`config.mk`:
```
export PLATFORM = sky130hd
export DESIGN_NAME = response_ack_detector_unit_flat
export DESIGN_NICKNAME = d
export VERILOG_FILES = /design/src/rtl/rad_pkg.sv /design/src/rtl/rad_stream_if.sv /design/src/rtl/response_ack_detector_unit.sv /design/src/flat_wrapper.sv
export SDC_FILE = /design/constraint.sdc
export NUM_CORES = 1
export LEC_CHECK = 0
export BUFFER_PORTS_ARGS = -buffer_cell sky130_fd_sc_hd__buf_2
export CORE_MARGIN = 1
export CORE_UTILIZATION = 30
export DETAILED_ROUTE_END_ITERATION = 8
export PLACE_DENSITY = 0.52
export SYNTH_ARGS = -nofsm -noshare
export SYNTH_HDL_FRONTEND = slang
export SYNTH_SLANG_ARGS = --single-unit
```
`constraint.sdc`:
```
create_clock -name clk_i -period 5.02 [get_ports clk_i]
set_input_delay 0.502 -clock clk_i [delete_from_list [all_inputs] [get_ports clk_i]]
set_output_delay 0.502 -clock clk_i [all_outputs]
set_load 0.1 [all_outputs]
```
`src/rtl/rad_pkg.sv`:
```
// Shared types, constants and byte helpers for the response acknowledgment detector.
package rad_pkg;

  localparam int HistDepth = 14;
  localparam int ViewLen = HistDepth + 1;
  localparam int CountW = 9;
  localparam int CountSat = 511;
  localparam int MaxResponseBytesDef = 512;

  localparam int OkPhraseLen = 12;
  localparam int ErrPhraseLen = 15;
  localparam int OkWordLen = 2;
  localparam int ErrWordLen = 5;

  // Byte k from the least significant end is the character k places before the newest byte.
  localparam logic [OkPhraseLen*8-1:0] OkPhrase = "response: ok";
  localparam logic [ErrPhraseLen*8-1:0] ErrPhrase = "response: error";
  localparam logic [OkWordLen*8-1:0] OkWord = "ok";
  localparam logic [ErrWordLen*8-1:0] ErrWord = "error";

  typedef enum logic [1:0] {
    STATUS_PENDING = 2'd0,
    STATUS_OK      = 2'd1,
    STATUS_ERROR   = 2'd2
  } status_e;

  typedef struct packed {
    logic       start_flag;
    logic [7:0] data_byte;
  } in_item_t;

  typedef struct packed {
    status_e           status;
    logic              ack_ok;
    logic              ack_err;
    logic [CountW-1:0] response_length;
  } out_item_t;

  function automatic logic [7:0] fold(input logic [7:0] c);
    logic [7:0] r;
    r = c;
    if (c >= 8'h41 && c <= 8'h5a) begin
      r = c + 8'd32;
    end
    return r;
  endfunction

  function automatic logic is_alnum(input logic [7:0] c);
    return (c >= 8'h30 && c <= 8'h39) || (c >= 8'h41 && c <= 8'h5a) ||
           (c >= 8'h61 && c <= 8'h7a);
  endfunction

endpackage

```
`src/rtl/rad_stream_if.sv`:
```
// Valid/ready stream interface that carries one item per handshake.
interface rad_stream_if #(
  parameter type payload_t = logic
);
  logic     valid;
  logic     ready;
  payload_t payload;

  modport source (output valid, output payload, input ready);
  modport sink (input valid, input payload, output ready);
endinterface

```
`src/rtl/response_ack_detector_unit.sv`:
```
// Top level of the response acknowledgment detector.
// Path: each item is held in the input register and then in the result register.
// Throughput: one item per cycle while the output is not stalled; the history window and flags update in a single pass.
// Reset: asynchronous, active low; history, byte count, flags and both stage valids clear.
// Ready is released whenever the input stage is empty or moves into the result register.
module response_ack_detector_unit #(
  parameter int MAX_RESPONSE_BYTES = rad_pkg::MaxResponseBytesDef
) (
  input  logic          clk_i,
  input  logic          rst_ni,
  rad_stream_if.sink    in_i,
  rad_stream_if.source  out_o
);

  localparam int CaptureLimit = (MAX_RESPONSE_BYTES - 1 < rad_pkg::CountSat) ?
                                (MAX_RESPONSE_BYTES - 1) : rad_pkg::CountSat;
  localparam int HD = rad_pkg::HistDepth;
  localparam int VL = rad_pkg::ViewLen;
  localparam int CW = rad_pkg::CountW;

  logic              s1_valid_q;
  rad_pkg::in_item_t s1_item_q;
  logic              out_valid_q;
  rad_pkg::out_item_t out_q;
  rad_pkg::out_item_t out_d;

  logic [7:0]    hist_q [HD];
  logic [7:0]    hist_d [HD];
  logic [CW-1:0] count_q;
  logic [CW-1:0] count_d;
  logic          ok_seen_q;
  logic          ok_seen_d;
  logic          err_seen_q;
  logic          err_seen_d;

  logic          out_free;
  logic          step;
  logic          in_take;

  logic [7:0]    hist_eff [HD];
  logic [CW-1:0] count_eff;
  logic          ok_eff;
  logic          err_eff;
  logic          capture;
  logic [7:0]    view [VL];
  logic [7:0]    fv [VL];
  logic          an [VL];

  logic          ok_phrase_hit;
  logic          err_phrase_hit;
  logic          ok_word_done;
  logic          err_word_done;
  logic          ok_word_end;
  logic          err_word_end;
  logic          ok_now;
  logic          err_now;

  assign out_free = !out_valid_q || out_o.ready;
  assign step = s1_valid_q && out_free;
  assign in_i.ready = !s1_valid_q || out_free;
  assign in_take = in_i.valid && in_i.ready;

  always_comb begin
    for (int k = 0; k < HD; k++) begin
      hist_eff[k] = s1_item_q.start_flag ? 8'd0 : hist_q[k];
    end
    count_eff = s1_item_q.start_flag ? '0 : count_q;
    ok_eff = s1_item_q.start_flag ? 1'b0 : ok_seen_q;
    err_eff = s1_item_q.start_flag ? 1'b0 : err_seen_q;
    capture = count_eff < CW'(CaptureLimit);

    if (capture) begin
      view[0] = s1_item_q.data_byte;
      for (int k = 0; k < HD; k++) begin
        view[k+1] = hist_eff[k];
      end
    end else begin
      for (int k = 0; k < HD; k++) begin
        view[k] = hist_eff[k];
      end
      view[VL-1] = 8'd0;
    end

    for (int k = 0; k < VL; k++) begin
      fv[k] = rad_pkg::fold(view[k]);
      an[k] = rad_pkg::is_alnum(view[k]);
    end
  end

  always_comb begin
    ok_phrase_hit = 1'b1;
    for (int k = 0; k < rad_pkg::OkPhraseLen; k++) begin
      if (fv[k] != rad_pkg::OkPhrase[8*k +: 8]) begin
        ok_phrase_hit = 1'b0;
      end
    end
    err_phrase_hit = 1'b1;
    for (int k = 0; k < rad_pkg::ErrPhraseLen; k++) begin
      if (fv[k] != rad_pkg::ErrPhrase[8*k +: 8]) begin
        err_phrase_hit = 1'b0;
      end
    end

    ok_word_done = !an[0] && !an[rad_pkg::OkWordLen+1];
    ok_word_end = !an[rad_pkg::OkWordLen];
    for (int k = 0; k < rad_pkg::OkWordLen; k++) begin
      if (fv[k+1] != rad_pkg::OkWord[8*k +: 8]) begin
        ok_word_done = 1'b0;
      end
      if (fv[k] != rad_pkg::OkWord[8*k +: 8]) begin
        ok_word_end = 1'b0;
      end
    end

    err_word_done = !an[0] && !an[rad_pkg::ErrWordLen+1];
    err_word_end = !an[rad_pkg::ErrWordLen];
    for (int k = 0; k < rad_pkg::ErrWordLen; k++) begin
      if (fv[k+1] != rad_pkg::ErrWord[8*k +: 8]) begin
        err_word_done = 1'b0;
      end
      if (fv[k] != rad_pkg::ErrWord[8*k +: 8]) begin
        err_word_end = 1'b0;
      end
    end
  end

  always_comb begin
    ok_seen_d = ok_eff || (capture && (ok_phrase_hit || ok_word_done));
    err_seen_d = err_eff || (capture && (err_phrase_hit || err_word_done));
    if (capture) begin
      hist_d[0] = s1_item_q.data_byte;
      for (int k = 1; k < HD; k++) begin
        hist_d[k] = hist_eff[k-1];
      end
      count_d = count_eff + CW'(1);
    end else begin
      hist_d = hist_eff;
      count_d = count_eff;
    end

    ok_now = ok_seen_d || ok_word_end;
    err_now = err_seen_d || err_word_end;

    if (err_now) begin
      out_d.status = rad_pkg::STATUS_ERROR;
    end else if (ok_now) begin
      out_d.status = rad_pkg::STATUS_OK;
    end else begin
      out_d.status = rad_pkg::STATUS_PENDING;
    end
    out_d.ack_ok = ok_now;
    out_d.ack_err = err_now;
    out_d.response_length = count_d;
  end

  always_ff @(posedge clk_i or negedge rst_ni) begin
    if (!rst_ni) begin
      s1_valid_q <= 1'b0;
      out_valid_q <= 1'b0;
      count_q <= '0;
      ok_seen_q <= 1'b0;
      err_seen_q <= 1'b0;
      for (int k = 0; k < HD; k++) begin
        hist_q[k] <= 8'd0;
      end
    end else begin
      if (in_i.ready) begin
        s1_valid_q <= in_i.valid;
      end
      if (out_free) begin
        out_valid_q <= s1_valid_q;
      end
      if (step) begin
        count_q <= count_d;
        ok_seen_q <= ok_seen_d;
        err_seen_q <= err_seen_d;
        hist_q <= hist_d;
      end
    end
  end

  always_ff @(posedge clk_i) begin
    if (in_take) begin
      s1_item_q <= in_i.payload;
    end
    if (step) begin
      out_q <= out_d;
    end
  end

  assign out_o.valid = out_valid_q;
  assign out_o.payload = out_q;

`ifndef NO_ASSERTIONS
  a_length_limit: assert property (@(posedge clk_i) disable iff (!rst_ni)
    out_valid_q |-> out_q.response_length <= CW'(CaptureLimit))
    else $error("Response length is beyond the capture limit.");

  a_status_flags: assert property (@(posedge clk_i) disable iff (!rst_ni)
    out_valid_q |-> ((out_q.status == rad_pkg::STATUS_ERROR) == out_q.ack_err) &&
      ((out_q.status == rad_pkg::STATUS_OK) == (out_q.ack_ok && !out_q.ack_err)))
    else $error("Status does not agree with the acknowledgment flags.");

  a_count_step: assert property (@(posedge clk_i) disable iff (!rst_ni)
    (step && !s1_item_q.start_flag && count_q < CW'(CaptureLimit)) |=>
      count_q == $past(count_q) + CW'(1))
    else $error("Byte count did not advance on a captured item.");

  a_flag_sticky: assert property (@(posedge clk_i) disable iff (!rst_ni)
    (step && !s1_item_q.start_flag && err_seen_q) |=> err_seen_q)
    else $error("Error flag cleared without a start mark.");
`endif

endmodule

```
`src/flat_wrapper.sv`:
```
// flat-port wrapper written by rule: the top's interface ports become plain ports
module response_ack_detector_unit_flat import rad_pkg::*;
#(
  parameter int MAX_RESPONSE_BYTES = rad_pkg::MaxResponseBytesDef
)
  (clk_i, rst_ni, in_i_valid, in_i_payload, in_i_ready, out_o_valid, out_o_payload, out_o_ready);
  rad_stream_if #(.payload_t(in_item_t)) in_i_i ();
  rad_stream_if #(.payload_t(out_item_t)) out_o_i ();
  input  logic clk_i;
  input  logic rst_ni;
  input wire logic [$bits(in_i_i.valid)-1:0] in_i_valid;
  input wire logic [$bits(in_i_i.payload)-1:0] in_i_payload;
  output wire logic [$bits(in_i_i.ready)-1:0] in_i_ready;
  output wire logic [$bits(out_o_i.valid)-1:0] out_o_valid;
  output wire logic [$bits(out_o_i.payload)-1:0] out_o_payload;
  input wire logic [$bits(out_o_i.ready)-1:0] out_o_ready;
  assign in_i_i.valid = in_i_valid;
  assign in_i_i.payload = in_i_payload;
  assign in_i_ready = in_i_i.ready;
  assign out_o_valid = out_o_i.valid;
  assign out_o_payload = out_o_i.payload;
  assign out_o_i.ready = out_o_ready;
  response_ack_detector_unit #(.MAX_RESPONSE_BYTES(MAX_RESPONSE_BYTES)) u_core (.clk_i(clk_i), .rst_ni(rst_ni), .in_i(in_i_i), .out_o(out_o_i));
endmodule
```
After elaboration in Yosys (flattened, before gate mapping)

Index checks and enable logic that the tools add are counted.

Register bits: 147
Output and inout port bits: 15

Add/subtract/negate cells: 16
Equal/unequal tests: 30
Reduce and logical (&&, ||, !) cells: 56
Multiplexer cells: 77
Order comparisons: 51

Operator list:

| cell                  | number |
|---|---|
| $mux W8               | 29 |
| $ne A8 B7 Y1 const B  | 26 |
| $ge A8 B7 Y1 const B  | 20 |
| $le A8 B7 Y1 const B  | 20 |
| $add A8 B6 Y8 const B | 15 |
| $mux W120             | 1 |
| $mux W112             | 1 |
| $mux W1               | 44 |
| $ge A8 B6 Y1 const B  | 5 |
| $le A8 B6 Y1 const B  | 5 |
| $ne A8 B6 Y1 const B  | 4 |
| $logic_and A1 B1 Y1   | 31 |
| $logic_or A1 B1 Y1    | 18 |
| $mux W9               | 2 |
| $add A9 B1 Y9 const B | 1 |
| $lt A9 B9 Y1 const B  | 1 |
| $logic_not A1 Y1      | 7 |

Longest topological paths before layout

Depth after elaboration: 26
Mapped depth: 19
Mapped depth without buffers: 15

Worst setup path after synthesis

OpenSTA, ideal clock, no wires.

Path type: reg2reg
Start: reg u_core.s1_item_q[8] (netlist name)
End: reg u_core.out_q, in the netlist u_core.out_o.payload[11] (data pin)
Required time: 4.766 ns
Path slack: 0.694 ns
Arrival time: 4.072 ns
Stages on the path, launching flop included: 18
Path buffers: 4
Library setup time: 0.254 ns
Cells stage by stage: edfxtp_1 -> nand3b_2 -> or4_4 -> buf_2 -> buf_1 -> clkbuf_1 -> clkbuf_1 -> o21ai_0 -> ha_1 -> nand3b_1 -> or4_1 -> a221oi_1 -> o2111ai_1 -> a22oi_1 -> and4bb_2 -> a22oi_1 -> nand2_1 -> nor2b_1

Word-level cells in the longest chain between the ends: 26
Elaborated cells on any way between the ends: 221
Those cells by class: add/sub (15); order compare (51); eq/ne (30); mux (75); reduce/logical (50)

RTL lines:

| item                                                | RTL line                                                            | source |
|---|---|---|
| start, declared                                     | response_ack_detector_unit.sv:22                                    | `rad_pkg::in_item_t s1_item_q;` |
| start signal, assigned                              | response_ack_detector_unit.sv:184                                   | `s1_item_q <= in_i.payload;` |
| $mux W9                                             | response_ack_detector_unit.sv:67                                    | `count_eff = s1_item_q.start_flag ? '0 : count_q;` |
| $lt A9 B9 Y1                                        | response_ack_detector_unit.sv:70                                    | `capture = count_eff < CW'(CaptureLimit);` |
| $mux W120                                           | response_ack_detector_unit.sv:72                                    | `if (capture) begin` |
| $ge A8 B7 Y1 / $le A8 B7 Y1 (equally long branches) | rad_pkg.sv:42, rad_pkg.sv:49                                        |  |
| $logic_and A1 B1 Y1                                 | rad_pkg.sv:42, rad_pkg.sv:49                                        |  |
| $mux W8                                             | rad_pkg.sv:42                                                       | `if (c >= 8'h41 && c <= 8'h5a) begin` |
| $ne A8 B7 Y1                                        | response_ack_detector_unit.sv:99, response_ack_detector_unit.sv:121 |  |
| $mux W1 (15 in series)                              | response_ack_detector_unit.sv:99                                    | `if (fv[k] != rad_pkg::ErrPhrase[8*k +: 8]) begin` |
| $logic_or A1 B1 Y1                                  | response_ack_detector_unit.sv:129                                   | `err_seen_d = err_eff \|\| (capture && (err_phrase_hit \|\| err_word_done));` |
| $logic_and A1 B1 Y1                                 | response_ack_detector_unit.sv:129                                   |  |
| $logic_or A1 B1 Y1                                  | response_ack_detector_unit.sv:129                                   |  |
| $logic_or A1 B1 Y1 (*)                              | response_ack_detector_unit.sv:142                                   | `err_now = err_seen_d \|\| err_word_end;` |
| via u_core.err_now                                  | response_ack_detector_unit.sv:56                                    | `logic err_now;` |
| end signal, assigned                                | response_ack_detector_unit.sv:187                                   | `out_q <= out_d;` |
| end, declared                                       | response_ack_detector_unit.sv:24                                    | `rad_pkg::out_item_t out_q;` |

Mark *: on every way through the listed nets, which the timed path passes. The rest lies on a longest branch.
A chain may end at the register's enable or synchronous reset.

Final worst setup path

Same ends and word-level chain as after synthesis.

==> flow_summary.ini <==
[final_layout]
fin_area_sq_um = 10640
nNetsFinal = 1179
antenna_cells = 0
final_common_cell = nand2_1
synthToLayoutAreaGrowth_pct = 11.17
fillers = 3196
drive_gt1_share_pct = 9.532
mostFrequentLayoutCells = nand2_1 (272), dfrtp_1 (125), o21ai_0 (107)
finish.utilization_pct = 33.82

[placement]
dpl_cell_area_sq_um = 10030
dp_hpwl_mm = 20.26
port_buffers = 27
routabilityCongestion = 0.8811
pre_cts_slack_ns = 0.8449

[floorplanning]
die_h_microns = 180.6
fp.dieW_microns = 180.6
rows = 65
coreArea_sq_um = 31470
start_util_pct = 30.42
dieArea_sq_um = 32630
pin_count = 28

[run_status]
status = completed

[clock_network]
cts_tree = yes
cts_max_path_buffers = 2
holdBufCountCts = 0
clkSlewWorstSetupHoldPaths_ns = 0.06
clockRootBuffer = clkbuf_16
post-cts-setup-buffers = 0
htreeDepth = 4
cts.sinks = 147
insertion_delay_ns = 0.44
cts_resized = 0
cts_buffers = 17

[critical_path]
path_max_fanout = 28
reg2reg_to = u_core.out_o.payload[11]$_SDFFCE_PP0P_
endpoint_kind = flop
required_ns = 5.21
r2r.worst_path.cells = 13
r2r_start = u_core.s1_item_q[8]$_DFFE_PP_
crit_end = u_core.out_o.payload[11]$_SDFFCE_PP0P_
path_class = flop to flop
critPathArrivalTime_ns = 4.42
regToRegSetupSlack_ns = 0.79
startpoint = u_core.s1_item_q[8]$_DFFE_PP_
start_kind = flop

[timing]
slew_viol_final = 0
finClkSkew_ns = 0.01218
fin_ws_ns = 0.7932
finalHoldViolCount = 0
tightest_slew_ns = 1.034
timing.final.crit_share_pct = 84.20
finalSetupTns_ns = 0
fin_crit_ns = 4.227
max_freq_mhz = 236.6
finalSetupViolations = 0
slew_headroom_pct = 30.11
rsz0062_at_grt = false

[routing]
vias_per_cell = 5.584
wl_per_cell_microns = 19.34
finalWirelength_mm = 30.10
first_pass_iters = 5
ant_nets = 0
drt_iter0_drc = 791
vias = 8688
drc = 0

[synthesis]
synth-main-ff-cell = dfrtp_1
ys_ff_latch = 147
synthArstFlopShare_pct = 85.03
ys_warn_count = 0
synth_edf_count = 22
synth_area_per_cell_sq_um = 8.225
synth_nets = 1202
synth.distinct_cells = 81
synthesis.area_sq_um = 9574
synth_cells = 1164
yosysSeqAreaShare_pct = 39.57

[power]
p_leak_nw = 4.195
ir_worst_vdd_mv = 0.1586
p_per_area_nw_per_um2 = 303.7

[job]
cap_violations = 0

[global_routing]
antenna_found_initial = 1
grt_max_degree = 96
grt_first_pass_wirelength_mm = 49.38
grt.total_usage_pct = 19.18
grt_pass1_vias = 8299
grt_overflow = 0

[worst_hold_path]
hold_path.class = input port to asynchronous set/reset pin
==> per-layer routing <==
metal / track usage, % / vias to the layer above / part of all wire, %
met1: 28.22 / 4251 / 49
met5: 0 / - / 0.040
met2: 28.46 / 250 / 44
li1: - / 4150 / -
met3: 2.829 / 35 / 5.0
met4: 6.393 / 2 / 2.0
==> worst min path at each step <==
stage | endpoint | cells past startpoint
final | u_core.hist_q[47]$_DFFE_PN0P_ | 1
after global routing | u_core.s1_item_q[7]$_DFFE_PP_ | 1
after CTS | u_core.hist_q[47]$_DFFE_PN0P_ | 1
after detailed placement | u_core.hist_q[52]$_DFFE_PN0P_ | 2
after global placement | u_core.hist_q[53]$_DFFE_PN0P_ | 2
after floorplan | u_core.count_q[0]$_DFFE_PN0P_ | 0
==> kinds of logic (layout without fill, tap and decap cells) <==
logic type	Yosys count	after routing	share of synthesized area, %
and+or+nand+nor	552	552	28.31
DFF	147	147	39.57
muxes	43	43	4.966
AOI/OAI and AO/OA	279	279	18.65
xor gates and xnor gates	4	4	0.3660
buffers and inverters	114	104	4.874
adders and majority gates	25	25	3.267
==> flip-flops by register name, indices dropped and copies added, names as in the netlist <==
| signal | cells |
|---|---|
| u_core.hist_q | 112 |
| u_core.out_o.payload | 13 |
| u_core.count_q | 9 |
| u_core.s1_item_q | 9 |
| u_core.err_seen_q | 1 |
| u_core.ok_seen_q | 1 |
| u_core.out_o.valid | 1 |
| u_core.s1_valid_q | 1 |
==> metrics by stage <==
step | power [mW] | hold slack, ns | std cells
floorplan | 1.712 | 0.2064 | 1164
global placement | 1.878 | 0.4951 | 1524
detailed placement | 1.876 | 0.5059 | 1524
CTS | 3.258 | 0.2160 | 1556
global route | 3.365 | 0.2203 | 1556
finish | 3.232 | 0.1796 | 1556
==> critical path, cell delays in order (launching register included) <==
cell       delay (ns)
edfxtp_1         0.42
nand3b_2         0.34
or4_4            0.79
o21ai_0          0.37
ha_1             0.28
nand3b_1         0.09
or4_1            0.40
a221oi_1         0.32
o2111ai_1        0.16
a22oi_1          0.25
and4bb_2         0.28
a22oi_1          0.07
nand2_1          0.13
nor2b_1          0.06
==> cell type report <==
cell class                      instances  area, sq um  share of cell area (%)
Multi-Input combinational cell        903         5334                   50.11
Sequential cell                       147         3789                   35.59
Timing Repair Buffer                   48        311.5                   2.927
Tap cell                              402        503.0                   4.725
Inverter                               24        90.09                  0.8464
Clock inverter                         11        145.1                   1.364
Clock buffer                           21        471.7                   4.432
==> power breakdown <==
part | total (mW) | switching [mW] | internal, mW
combinational | 0.461 | 0.333 | 0.128
clock | 1.37 | 0.545 | 0.828
sequential | 1.40 | 0.122 | 1.28
total | 3.23 | 1.00 | 2.23
==> synth_stat cells (11+ instances only) <==
cell type  count  share of area [%]
edfxtp_1      22                6.9
nor3_1        26                1.4
nand4_1       12               0.78
nor4_1        20                1.3
inv_1         22               0.86
nand2b_1      20                1.3
ha_1          25                3.3
nand2_1      273                 11
nor2b_1       22                1.4
clkbuf_1      65                2.5
nor4b_1       12                1.1
dfrtp_1      125                 33
nand3_1       26                1.4
mux2i_1       25                2.6
mux2_2        15                1.8
nor2_1        66                2.6
a21oi_1       37                1.9
a22oi_1       44                3.5
nand4b_1      11                1.0
o21ai_0      107                5.6
Power figures use the tool's default switching activity.
